[config.mk]
export PLATFORM = sky130hd
export DESIGN_NAME = windowed_rms_contact_detector_core_flat
export DESIGN_NICKNAME = d
export VERILOG_FILES = /design/src/rtl/core/wrcd_pkg.sv /design/src/rtl/core/wrcd_in_if.sv /design/src/rtl/core/wrcd_out_if.sv /design/src/rtl/core/wrcd_cfg_if.sv /design/src/rtl/core/windowed_rms_contact_detector_core.sv /design/src/rtl/core/wrcd_ctrl.sv /design/src/rtl/core/wrcd_datapath.sv /design/src/flat_wrapper.sv
export VERILOG_INCLUDE_DIRS = /design/src /design/src/rtl/core
export SDC_FILE = /design/constraint.sdc
export NUM_CORES = 2
export LEC_CHECK = 0
export ABC_AREA = 1
export BUFFER_PORTS_ARGS = -buffer_cell sky130_fd_sc_hd__buf_2
export CORE_MARGIN = 4
export CORE_UTILIZATION = 50
export CTS_BUF_LIST = sky130_fd_sc_hd__clkbuf_4 sky130_fd_sc_hd__clkbuf_8
export DETAILED_ROUTE_END_ITERATION = 10
export GPL_ROUTABILITY_DRIVEN = 1
export PLACE_DENSITY_LB_ADDON = 0.05
export SYNTH_ARGS = -nofsm -noshare
export SYNTH_HDL_FRONTEND = slang
export SYNTH_SLANG_ARGS = --single-unit
[constraint.sdc]
create_clock -name clk_i -period 7.09 [get_ports clk_i]
set_input_delay 0.709 -clock clk_i [delete_from_list [all_inputs] [get_ports clk_i]]
set_output_delay 0.709 -clock clk_i [all_outputs]
set_load 0.02 [all_outputs]
[src/rtl/core/windowed_rms_contact_detector_core_assert.svh]
// Assertion macros for the contact detector core.
`ifndef WINDOWED_RMS_CONTACT_DETECTOR_CORE_ASSERT_SVH
`define WINDOWED_RMS_CONTACT_DETECTOR_CORE_ASSERT_SVH
`ifndef NO_ASSERTIONS
`define WRCD_ASSERT(lbl, prop, msg) \
  lbl: assert property (@(posedge clk_i) disable iff (!rst_ni) prop) else $error(msg);
`define WRCD_ASSERT_ALWAYS(lbl, prop, msg) \
  lbl: assert property (@(posedge clk_i) prop) else $error(msg);
`else
`define WRCD_ASSERT(lbl, prop, msg)
`define WRCD_ASSERT_ALWAYS(lbl, prop, msg)
`endif
`endif

[src/rtl/core/wrcd_pkg.sv]
package wrcd_pkg;

  localparam int unsigned WINDOW_DEFAULT = 64;

  localparam logic [15:0] THR_RESET = 16'hFFFF;

  localparam logic [1:0] OP_PUSH  = 2'd0;
  localparam logic [1:0] OP_REARM = 2'd1;
  localparam logic [1:0] OP_POLL  = 2'd2;

  localparam logic [1:0] SEL_X   = 2'd0;
  localparam logic [1:0] SEL_Y   = 2'd1;
  localparam logic [1:0] SEL_Z   = 2'd2;
  localparam logic [1:0] SEL_THR = 2'd3;

  localparam logic [3:0] MUL_LAST  = 4'd4;
  localparam logic [3:0] SQRT_LAST = 4'd15;

  typedef enum logic [2:0] {
    ST_IDLE,
    ST_MUL,
    ST_UPDATE,
    ST_CHECK,
    ST_SQRT,
    ST_ROOT,
    ST_OUT
  } state_e;

  typedef struct packed {
    logic       capture;
    logic [1:0] mul_sel;
    logic       sub_old;
    logic       acc_en;
    logic       thr_load;
    logic       update;
    logic       check;
    logic       sqrt_step;
    logic       rms_load;
    logic       load_out;
  } cmd_t;

  typedef struct packed {
    logic push_go;
    logic full;
    logic triggered;
  } status_t;

endpackage

[src/rtl/core/wrcd_in_if.sv]
interface wrcd_in_if;
  logic               valid;
  logic               ready;
  logic [1:0]         opcode;
  logic signed [15:0] axis_x;
  logic signed [15:0] axis_y;
  logic signed [15:0] axis_z;

  modport source (output valid, opcode, axis_x, axis_y, axis_z, input ready);
  modport sink (input valid, opcode, axis_x, axis_y, axis_z, output ready);
endinterface

[src/rtl/core/wrcd_out_if.sv]
interface wrcd_out_if;
  logic        valid;
  logic        ready;
  logic        is_triggered;
  logic        event_pending;
  logic [15:0] window_rms;
  logic        window_full;

  modport source (output valid, is_triggered, event_pending, window_rms, window_full,
                  input ready);
  modport sink (input valid, is_triggered, event_pending, window_rms, window_full,
                output ready);
endinterface

[src/rtl/core/wrcd_cfg_if.sv]
interface wrcd_cfg_if;
  logic        valid;
  logic        ready;
  logic [15:0] rms_threshold;

  modport source (output valid, rms_threshold, input ready);
  modport sink (input valid, rms_threshold, output ready);
endinterface

[src/rtl/core/windowed_rms_contact_detector_core.sv]
// A push on a full window runs the shared 17x17 multiplier, the window update,
// the threshold check and the 16-step square root before its result loads.
// Pushes before the fill skip the root; other words and ignored pushes skip all.
// The next word is accepted in the cycle after the result register loads.
// Reset is asynchronous, active low: the ring and output fields stay unwritten,
// internal status clears and the threshold returns to 65535.
`include "windowed_rms_contact_detector_core_assert.svh"

module windowed_rms_contact_detector_core #(
  parameter int unsigned WINDOW = wrcd_pkg::WINDOW_DEFAULT
) (
  input logic        clk_i,
  input logic        rst_ni,
  wrcd_in_if.sink    in_chan_i,
  wrcd_out_if.source out_chan_o,
  wrcd_cfg_if.sink   cfg_chan_i
);

  wrcd_pkg::cmd_t    cmd;
  wrcd_pkg::status_t status;

  assign cfg_chan_i.ready = 1'b1;

  wrcd_ctrl u_ctrl (
    .clk_i       (clk_i),
    .rst_ni      (rst_ni),
    .in_valid_i  (in_chan_i.valid),
    .in_ready_o  (in_chan_i.ready),
    .out_ready_i (out_chan_o.ready),
    .out_valid_o (out_chan_o.valid),
    .status_i    (status),
    .cmd_o       (cmd)
  );

  wrcd_datapath #(
    .WINDOW (WINDOW)
  ) u_datapath (
    .clk_i           (clk_i),
    .rst_ni          (rst_ni),
    .cmd_i           (cmd),
    .status_o        (status),
    .opcode_i        (in_chan_i.opcode),
    .axis_x_i        (in_chan_i.axis_x),
    .axis_y_i        (in_chan_i.axis_y),
    .axis_z_i        (in_chan_i.axis_z),
    .cfg_valid_i     (cfg_chan_i.valid),
    .cfg_data_i      (cfg_chan_i.rms_threshold),
    .is_triggered_o  (out_chan_o.is_triggered),
    .event_pending_o (out_chan_o.event_pending),
    .window_rms_o    (out_chan_o.window_rms),
    .window_full_o   (out_chan_o.window_full)
  );

  `WRCD_ASSERT(a_trig_src, $rose(status.triggered) |-> $past(cmd.check), "stray trigger")
  `WRCD_ASSERT(a_out_src, $rose(out_chan_o.valid) |-> $past(cmd.load_out), "stray result")
  `WRCD_ASSERT(a_busy, (in_chan_i.valid && in_chan_i.ready) |=> !in_chan_i.ready, "early ready")
  `WRCD_ASSERT_ALWAYS(a_root_excl, !(cmd.sqrt_step && cmd.load_out), "root step during load")

endmodule

[src/rtl/core/wrcd_ctrl.sv]
module wrcd_ctrl (
  input  logic              clk_i,
  input  logic              rst_ni,
  input  logic              in_valid_i,
  output logic              in_ready_o,
  input  logic              out_ready_i,
  output logic              out_valid_o,
  input  wrcd_pkg::status_t status_i,
  output wrcd_pkg::cmd_t    cmd_o
);

  wrcd_pkg::state_e state_q, state_d;
  logic [3:0]       cnt_q, cnt_d;
  logic             out_valid_q, out_valid_d;

  always_comb begin
    state_d = state_q;
    unique case (state_q)
      wrcd_pkg::ST_IDLE: begin
        if (in_valid_i) begin
          state_d = status_i.push_go ? wrcd_pkg::ST_MUL : wrcd_pkg::ST_OUT;
        end
      end
      wrcd_pkg::ST_MUL: begin
        if (cnt_q == wrcd_pkg::MUL_LAST) state_d = wrcd_pkg::ST_UPDATE;
      end
      wrcd_pkg::ST_UPDATE: state_d = wrcd_pkg::ST_CHECK;
      wrcd_pkg::ST_CHECK: begin
        state_d = status_i.full ? wrcd_pkg::ST_SQRT : wrcd_pkg::ST_OUT;
      end
      wrcd_pkg::ST_SQRT: begin
        if (cnt_q == wrcd_pkg::SQRT_LAST) state_d = wrcd_pkg::ST_ROOT;
      end
      wrcd_pkg::ST_ROOT: state_d = wrcd_pkg::ST_OUT;
      wrcd_pkg::ST_OUT: begin
        if (!out_valid_q || out_ready_i) state_d = wrcd_pkg::ST_IDLE;
      end
      default: state_d = wrcd_pkg::ST_IDLE;
    endcase
  end

  assign cnt_d = (state_d != state_q) ? 4'd0 : cnt_q + 4'd1;

  always_comb begin
    cmd_o       = '0;
    in_ready_o  = 1'b0;
    unique case (state_q)
      wrcd_pkg::ST_IDLE: begin
        in_ready_o    = 1'b1;
        cmd_o.capture = in_valid_i;
      end
      wrcd_pkg::ST_MUL: begin
        cmd_o.mul_sel  = cnt_q[1:0];
        cmd_o.sub_old  = (cnt_q == 4'd0);
        cmd_o.acc_en   = (cnt_q != 4'd0) && (cnt_q != wrcd_pkg::MUL_LAST);
        cmd_o.thr_load = (cnt_q == wrcd_pkg::MUL_LAST);
      end
      wrcd_pkg::ST_UPDATE: cmd_o.update = 1'b1;
      wrcd_pkg::ST_CHECK: cmd_o.check = 1'b1;
      wrcd_pkg::ST_SQRT: cmd_o.sqrt_step = 1'b1;
      wrcd_pkg::ST_ROOT: cmd_o.rms_load = 1'b1;
      wrcd_pkg::ST_OUT: cmd_o.load_out = !out_valid_q || out_ready_i;
      default: cmd_o = '0;
    endcase
  end

  always_comb begin
    out_valid_d = out_valid_q;
    if (cmd_o.load_out) begin
      out_valid_d = 1'b1;
    end else if (out_ready_i) begin
      out_valid_d = 1'b0;
    end
  end

  assign out_valid_o = out_valid_q;

  always_ff @(posedge clk_i or negedge rst_ni) begin
    if (!rst_ni) begin
      state_q     <= wrcd_pkg::ST_IDLE;
      cnt_q       <= '0;
      out_valid_q <= 1'b0;
    end else begin
      state_q     <= state_d;
      cnt_q       <= cnt_d;
      out_valid_q <= out_valid_d;
    end
  end

endmodule

[src/rtl/core/wrcd_datapath.sv]
module wrcd_datapath #(
  parameter int unsigned WINDOW = wrcd_pkg::WINDOW_DEFAULT
) (
  input  logic               clk_i,
  input  logic               rst_ni,
  input  wrcd_pkg::cmd_t     cmd_i,
  output wrcd_pkg::status_t  status_o,
  input  logic [1:0]         opcode_i,
  input  logic signed [15:0] axis_x_i,
  input  logic signed [15:0] axis_y_i,
  input  logic signed [15:0] axis_z_i,
  input  logic               cfg_valid_i,
  input  logic [15:0]        cfg_data_i,
  output logic               is_triggered_o,
  output logic               event_pending_o,
  output logic [15:0]        window_rms_o,
  output logic               window_full_o
);

  localparam int unsigned LOG2W  = $clog2(WINDOW);
  localparam int unsigned FILL_W = LOG2W + 1;
  localparam int unsigned SUM_W  = 32 + LOG2W;

  logic [15:0]        thr_q;
  logic [1:0]         op_q;
  logic signed [15:0] ax_q, ay_q, az_q;
  logic signed [16:0] mul_a;
  logic signed [33:0] mul_p;
  logic [31:0]        prod_q, sq_q, thr2_q, rd_q;
  logic [31:0]        mem_q [WINDOW];
  logic [LOG2W-1:0]   wp_q;
  logic [FILL_W-1:0]  fill_q;
  logic [SUM_W-1:0]   sum_q;
  logic               trig_q, ev_q;
  logic [15:0]        rms_q;
  logic [31:0]        rad_q;
  logic [16:0]        rem_q;
  logic [15:0]        root_q;
  logic [19:0]        trial;
  logic               full;

  assign full = (fill_q == FILL_W'(WINDOW));

  assign status_o.push_go   = (opcode_i == wrcd_pkg::OP_PUSH) && !trig_q;
  assign status_o.full      = full;
  assign status_o.triggered = trig_q;

  always_comb begin
    unique case (cmd_i.mul_sel)
      wrcd_pkg::SEL_X:   mul_a = {ax_q[15], ax_q};
      wrcd_pkg::SEL_Y:   mul_a = {ay_q[15], ay_q};
      wrcd_pkg::SEL_Z:   mul_a = {az_q[15], az_q};
      wrcd_pkg::SEL_THR: mul_a = {1'b0, thr_q};
      default:           mul_a = '0;
    endcase
  end

  assign mul_p = mul_a * mul_a;

  assign trial = {1'b0, rem_q, rad_q[31:30]} - {2'b00, root_q, 2'b01};

  always_ff @(posedge clk_i) begin
    if (cmd_i.capture) begin
      op_q <= opcode_i;
      ax_q <= axis_x_i;
      ay_q <= axis_y_i;
      az_q <= axis_z_i;
      sq_q <= '0;
    end else if (cmd_i.acc_en) begin
      sq_q <= sq_q + prod_q;
    end
    prod_q <= mul_p[31:0];
    if (cmd_i.thr_load) thr2_q <= prod_q;
    if (cmd_i.update) mem_q[wp_q] <= sq_q;
    rd_q <= mem_q[wp_q];
    if (cmd_i.check) begin
      rad_q  <= sum_q[SUM_W-1 -: 32];
      rem_q  <= '0;
      root_q <= '0;
    end else if (cmd_i.sqrt_step) begin
      rad_q <= {rad_q[29:0], 2'b00};
      if (!trial[19]) begin
        rem_q  <= trial[16:0];
        root_q <= {root_q[14:0], 1'b1};
      end else begin
        rem_q  <= {rem_q[14:0], rad_q[31:30]};
        root_q <= {root_q[14:0], 1'b0};
      end
    end
  end

  always_ff @(posedge clk_i or negedge rst_ni) begin
    if (!rst_ni) begin
      thr_q  <= wrcd_pkg::THR_RESET;
      wp_q   <= '0;
      fill_q <= '0;
      sum_q  <= '0;
      trig_q <= 1'b0;
      ev_q   <= 1'b0;
      rms_q  <= '0;
    end else begin
      if (cfg_valid_i) thr_q <= cfg_data_i;
      if (cmd_i.sub_old && full) begin
        sum_q <= sum_q - {{LOG2W{1'b0}}, rd_q};
      end
      if (cmd_i.update) begin
        sum_q <= sum_q + {{LOG2W{1'b0}}, sq_q};
        wp_q  <= wp_q + LOG2W'(1);
        if (!full) fill_q <= fill_q + FILL_W'(1);
      end
      if (cmd_i.check && full) begin
        if (sum_q > {thr2_q, {LOG2W{1'b0}}}) begin
          trig_q <= 1'b1;
          ev_q   <= 1'b1;
        end
      end
      if (cmd_i.rms_load) rms_q <= root_q;
      if (cmd_i.load_out) begin
        if (op_q == wrcd_pkg::OP_REARM) begin
          wp_q   <= '0;
          fill_q <= '0;
          sum_q  <= '0;
          trig_q <= 1'b0;
          ev_q   <= 1'b0;
          rms_q  <= '0;
        end else if (op_q == wrcd_pkg::OP_POLL) begin
          ev_q <= 1'b0;
        end
      end
    end
  end

  always_ff @(posedge clk_i) begin
    if (cmd_i.load_out) begin
      if (op_q == wrcd_pkg::OP_REARM) begin
        is_triggered_o  <= 1'b0;
        event_pending_o <= 1'b0;
        window_rms_o    <= '0;
        window_full_o   <= 1'b0;
      end else begin
        is_triggered_o  <= trig_q;
        event_pending_o <= ev_q;
        window_rms_o    <= rms_q;
        window_full_o   <= full;
      end
    end
  end

endmodule

[src/flat_wrapper.sv]
// flat-port wrapper written by rule: the top's interface ports become plain ports
module windowed_rms_contact_detector_core_flat 
#(
  parameter int unsigned WINDOW = wrcd_pkg::WINDOW_DEFAULT
)
  (clk_i, rst_ni, in_chan_i_valid, in_chan_i_opcode, in_chan_i_axis_x, in_chan_i_axis_y, in_chan_i_axis_z, in_chan_i_ready, out_chan_o_valid, out_chan_o_is_triggered, out_chan_o_event_pending, out_chan_o_window_rms, out_chan_o_window_full, out_chan_o_ready, cfg_chan_i_valid, cfg_chan_i_rms_threshold, cfg_chan_i_ready);
  wrcd_in_if in_chan_i_i ();
  wrcd_out_if out_chan_o_i ();
  wrcd_cfg_if cfg_chan_i_i ();
  input logic clk_i;
  input logic rst_ni;
  input wire logic [$bits(in_chan_i_i.valid)-1:0] in_chan_i_valid;
  input wire logic [$bits(in_chan_i_i.opcode)-1:0] in_chan_i_opcode;
  input wire logic [$bits(in_chan_i_i.axis_x)-1:0] in_chan_i_axis_x;
  input wire logic [$bits(in_chan_i_i.axis_y)-1:0] in_chan_i_axis_y;
  input wire logic [$bits(in_chan_i_i.axis_z)-1:0] in_chan_i_axis_z;
  output wire logic [$bits(in_chan_i_i.ready)-1:0] in_chan_i_ready;
  output wire logic [$bits(out_chan_o_i.valid)-1:0] out_chan_o_valid;
  output wire logic [$bits(out_chan_o_i.is_triggered)-1:0] out_chan_o_is_triggered;
  output wire logic [$bits(out_chan_o_i.event_pending)-1:0] out_chan_o_event_pending;
  output wire logic [$bits(out_chan_o_i.window_rms)-1:0] out_chan_o_window_rms;
  output wire logic [$bits(out_chan_o_i.window_full)-1:0] out_chan_o_window_full;
  input wire logic [$bits(out_chan_o_i.ready)-1:0] out_chan_o_ready;
  input wire logic [$bits(cfg_chan_i_i.valid)-1:0] cfg_chan_i_valid;
  input wire logic [$bits(cfg_chan_i_i.rms_threshold)-1:0] cfg_chan_i_rms_threshold;
  output wire logic [$bits(cfg_chan_i_i.ready)-1:0] cfg_chan_i_ready;
  assign in_chan_i_i.valid = in_chan_i_valid;
  assign in_chan_i_i.opcode = in_chan_i_opcode;
  assign in_chan_i_i.axis_x = in_chan_i_axis_x;
  assign in_chan_i_i.axis_y = in_chan_i_axis_y;
  assign in_chan_i_i.axis_z = in_chan_i_axis_z;
  assign in_chan_i_ready = in_chan_i_i.ready;
  assign out_chan_o_valid = out_chan_o_i.valid;
  assign out_chan_o_is_triggered = out_chan_o_i.is_triggered;
  assign out_chan_o_event_pending = out_chan_o_i.event_pending;
  assign out_chan_o_window_rms = out_chan_o_i.window_rms;
  assign out_chan_o_window_full = out_chan_o_i.window_full;
  assign out_chan_o_i.ready = out_chan_o_ready;
  assign cfg_chan_i_i.valid = cfg_chan_i_valid;
  assign cfg_chan_i_i.rms_threshold = cfg_chan_i_rms_threshold;
  assign cfg_chan_i_ready = cfg_chan_i_i.ready;
  windowed_rms_contact_detector_core #(.WINDOW(WINDOW)) u_core (.clk_i(clk_i), .rst_ni(rst_ni), .in_chan_i(in_chan_i_i), .out_chan_o(out_chan_o_i), .cfg_chan_i(cfg_chan_i_i));
endmodule
==> flow_summary.toml <==
[synthesis]
synth_area_um2 = 107700
synthesis.instances = 9368
ys_async_sr_fraction = 0.03873
synthDistinctLibCells = 64
yosysTopAreaCell = "edfxtp_1"
avgSynthCellArea_um2 = 11.50
postSynthRegisterBits = 2401
synth.area.top_cells = "edfxtp_1 (61%), nand2_1 (8.0%), fa_1 (4.8%), nor2_1 (3.2%), inv_1 (2.9%)"
synth_edf_count = 2180
synth_top_area_share = 0.6078
synthFlopType = "edfxtp_1"
synth_nets = 9928
ys_seq_area_frac = 0.6534
synth_warnings = 0

[sta]
min_period_ns = 6.867
setup_viol = 0
finalHoldViolations = 0
max_freq_mhz = 145.6
tightestPinTransition_ns = 1.247
finClkSkew_ns = 0.06782
finalCritPeriodShare = 0.9685
timing.slew.headroom = 0.1669
finalMaxSlewViolations = 0
setup_slack_ns = 0.2232

[cts]
clock_tree.buffer_depth = 4
numClockSinks = 2401
cts_root_buf = "clkbuf_8"
clkLatencyLatePin_ns = 1.08
path_clk_slew_ns = 0.06
cts_buffers = 410
htree_levels = 5
tritoncts = "done"

[job]
maxCapViolations = 0

[global_route]
grt_use_total = 0.3089
gr-usage-met2 = 0.4814
met1_usage = 0.4476
grt_pass1_wl_um = 501900
antenna_found_initial = 16
use_met3 = 0.05082
grt_start_max_net_pins = 114
grt.overflow.total = 0
grt_busiest_layer = "met2"
grt_pass1_vias = 72790

[drt]
via_count = 74100
drtAntennaViolNets = 0
via_per_inst = 5.702
drc_errors = 0
drt-initial-drc-count = 8079
drt-pass1-iter-count = 6
routed_wl_um = 346900
avgRoutedWirePerCell_um = 26.70

[floorplan]
die-area_um2 = 222900
start_util = 0.5023
rows = 170
die_w_um = 472.1
core-area_um2 = 214400
die_h_um = 472.1
io-pin-count = 93

[run_status]
status = "completed"

[finish]
stdcell_count = 13000
final_cell_mix = "nand2_1 (2302), edfxtp_1 (2180), nor2_1 (841)"
area_growth_syn_to_layout_pct = 13.15
drive_above_1_share = 0.1206
fin_nets = 10400
n_fill_cell = 18240
finalInstanceArea_um2 = 121900
final_common_cell = "nand2_1"

[setup_path]
crit_type = "reg2reg"
cp-start-kind = "register"
critPathCaptureType = "register"
critPathMostFrequentCell = "fa_1"
slowest_delay_ns = 0.64
cp.required_ns = 8.04
slowest_stage = "fa_2"
critPathMaxFanout = 16
critPathArrivalTime_ns = 7.82

[placed_design]
detailed_place_hpwl_um = 211100
placed_cell_area_um2 = 112900
preCtsSetupSlack_ns = 0.09217
port_buffers = 91
gp_congestion = 0.9269
dpl.cell_count = 12190

[min_path]
min_path_type = "in2reg"
cells in the mapped netlist, types with 6 or more instances:
cell	n
fa_1	257
nand3b_1	47
dfxtp_1	128
buf_2	53
o21ai_1	6
a22oi_1	153
inv_2	18
nor2_1	928
nand2_2	7
or2_2	12
a22o_1	58
buf_4	7
clkbuf_1	254
o22ai_1	15
o31ai_1	17
o21bai_1	24
o211ai_1	44
dfstp_2	16
nand4_1	118
edfxtp_1	2180
xor2_1	45
buf_1	28
a21oi_1	310
a21o_1	13
nor3_1	73
nor4_1	11
o21a_1	7
ha_1	232
dfrtp_1	77
xnor2_1	46
and3_1	6
o2111ai_1	75
mux2_2	9
inv_1	832
nand3_1	316
o311ai_0	10
nand2_1	2306
o21ai_0	536
a221oi_1	41
path summary, 6_finish.rpt:
check	startpoint	to	slack [ns]	depth (start not counted)
setup / recovery	u_core.u_ctrl.state_q[0]$_DFF_PN0_	u_core.u_datapath.prod_q[30]$_DFF_P_	0.22	28
min in group asynchronous	rst_ni	u_core.u_datapath.sum_q[2]$_DFF_PN0_	0.33	2
max in group asynchronous	rst_ni	u_core.u_datapath.sum_q[30]$_DFF_PN0_	5.34	3
setup reg to reg	u_core.u_ctrl.state_q[0]$_DFF_PN0_	u_core.u_datapath.prod_q[30]$_DFF_P_	0.22	28
hold reg to reg	u_core.u_datapath.rem_q[0]$_SDFFE_PP0P_	u_core.u_datapath.rem_q[0]$_SDFFE_PP0P_	0.47	2
hold / removal	cfg_chan_i_valid	u_core.u_datapath.thr_q[0]$_DFFE_PN1P_	0.14	3
routing by layer:
metal / vias to the layer above / share of wire
met5: - / 0.00010
met4: 6 / 0.034
met3: 561 / 0.083
met2: 3186 / 0.45
met1: 36950 / 0.43
li1: 33400 / -
flip-flops by register name, summed over array words and instances, names as in the netlist, 3 cells and up:
signal	cells
u_core.u_datapath.ay_q	16
u_core.u_datapath.root_q	16
u_core.u_datapath.thr_q	16
u_core.u_datapath.thr2_q	31
u_core.u_datapath.sum_q	38
u_core.u_datapath.mem_q	2048
u_core.u_datapath.wp_q	6
u_core.u_datapath.rem_q	17
u_core.u_datapath.rms_q	16
u_core.u_datapath.az_q	16
u_core.u_datapath.rad_q	32
u_core.u_datapath.window_rms_o	16
u_core.u_datapath.fill_q	7
u_core.u_datapath.ax_q	16
u_core.u_datapath.prod_q	31
u_core.u_datapath.rd_q	32
u_core.u_datapath.sq_q	32
u_core.u_ctrl.state_q	3
u_core.u_ctrl.cnt_q	4
final cells by class:
cell class	count	area, um^2	share of cell area
flip-flops and latches	2401	70420	0.5779
multi-input cells	5766	33420	0.2743
clock buffers	578	7036	0.05774
clock inverters	142	895.9	0.007352
well taps	2838	3551	0.02914
diodes	10	25.02	0.0002054
inverters	855	3254	0.02671
repair buffers	405	3253	0.02670
critical path: cells and delay by family, from the launching register on:
family	cells	cell delay, ns
adder cells (fa/ha/maj)	7	3.39
flip-flops	1	0.39
buffers and inverters	8	1.02
AND/OR/NAND/NOR	10	1.53
AO/OA/AOI/OAI	2	0.26
XOR/XNOR	1	0.14
stage by stage:
step / utilization / hold slack (ns) / TNS [ns]
floorplan: - / 0.4134 / 0
global placement: 0.5266 / 0.4643 / 0
detailed placement: 0.5266 / 0.4601 / 0
CTS: 0.5668 / 0.04190 / 0
global route: 0.5683 / 0.09119 / -0.09266
finish: 0.5683 / 0.1360 / 0
cell families after synthesis:
kind of cell	count (synthesis)	synth area share
AOI/OAI and AO/OA	1335	0.07576
DFF	2401	0.6534
other	1	0.00003482
muxes	9	0.0009411
adders and majority gates	489	0.07473
buffers and inverters	1201	0.04308
xor gates and xnor gates	91	0.007401
and+or+nand+nor	3841	0.1446
repair_timing:
item                                    in CTS  in global routing
hold buffers                                69                  0
hold endpoints to repair                   120                  0
resized for setup                            0                 54
endpoints found under the setup margin       0                 18
buffers inserted                             0                  9
Power is not shown: default switching activity piles up to over one toggle a cycle in this logic, so the estimate is an artifact.
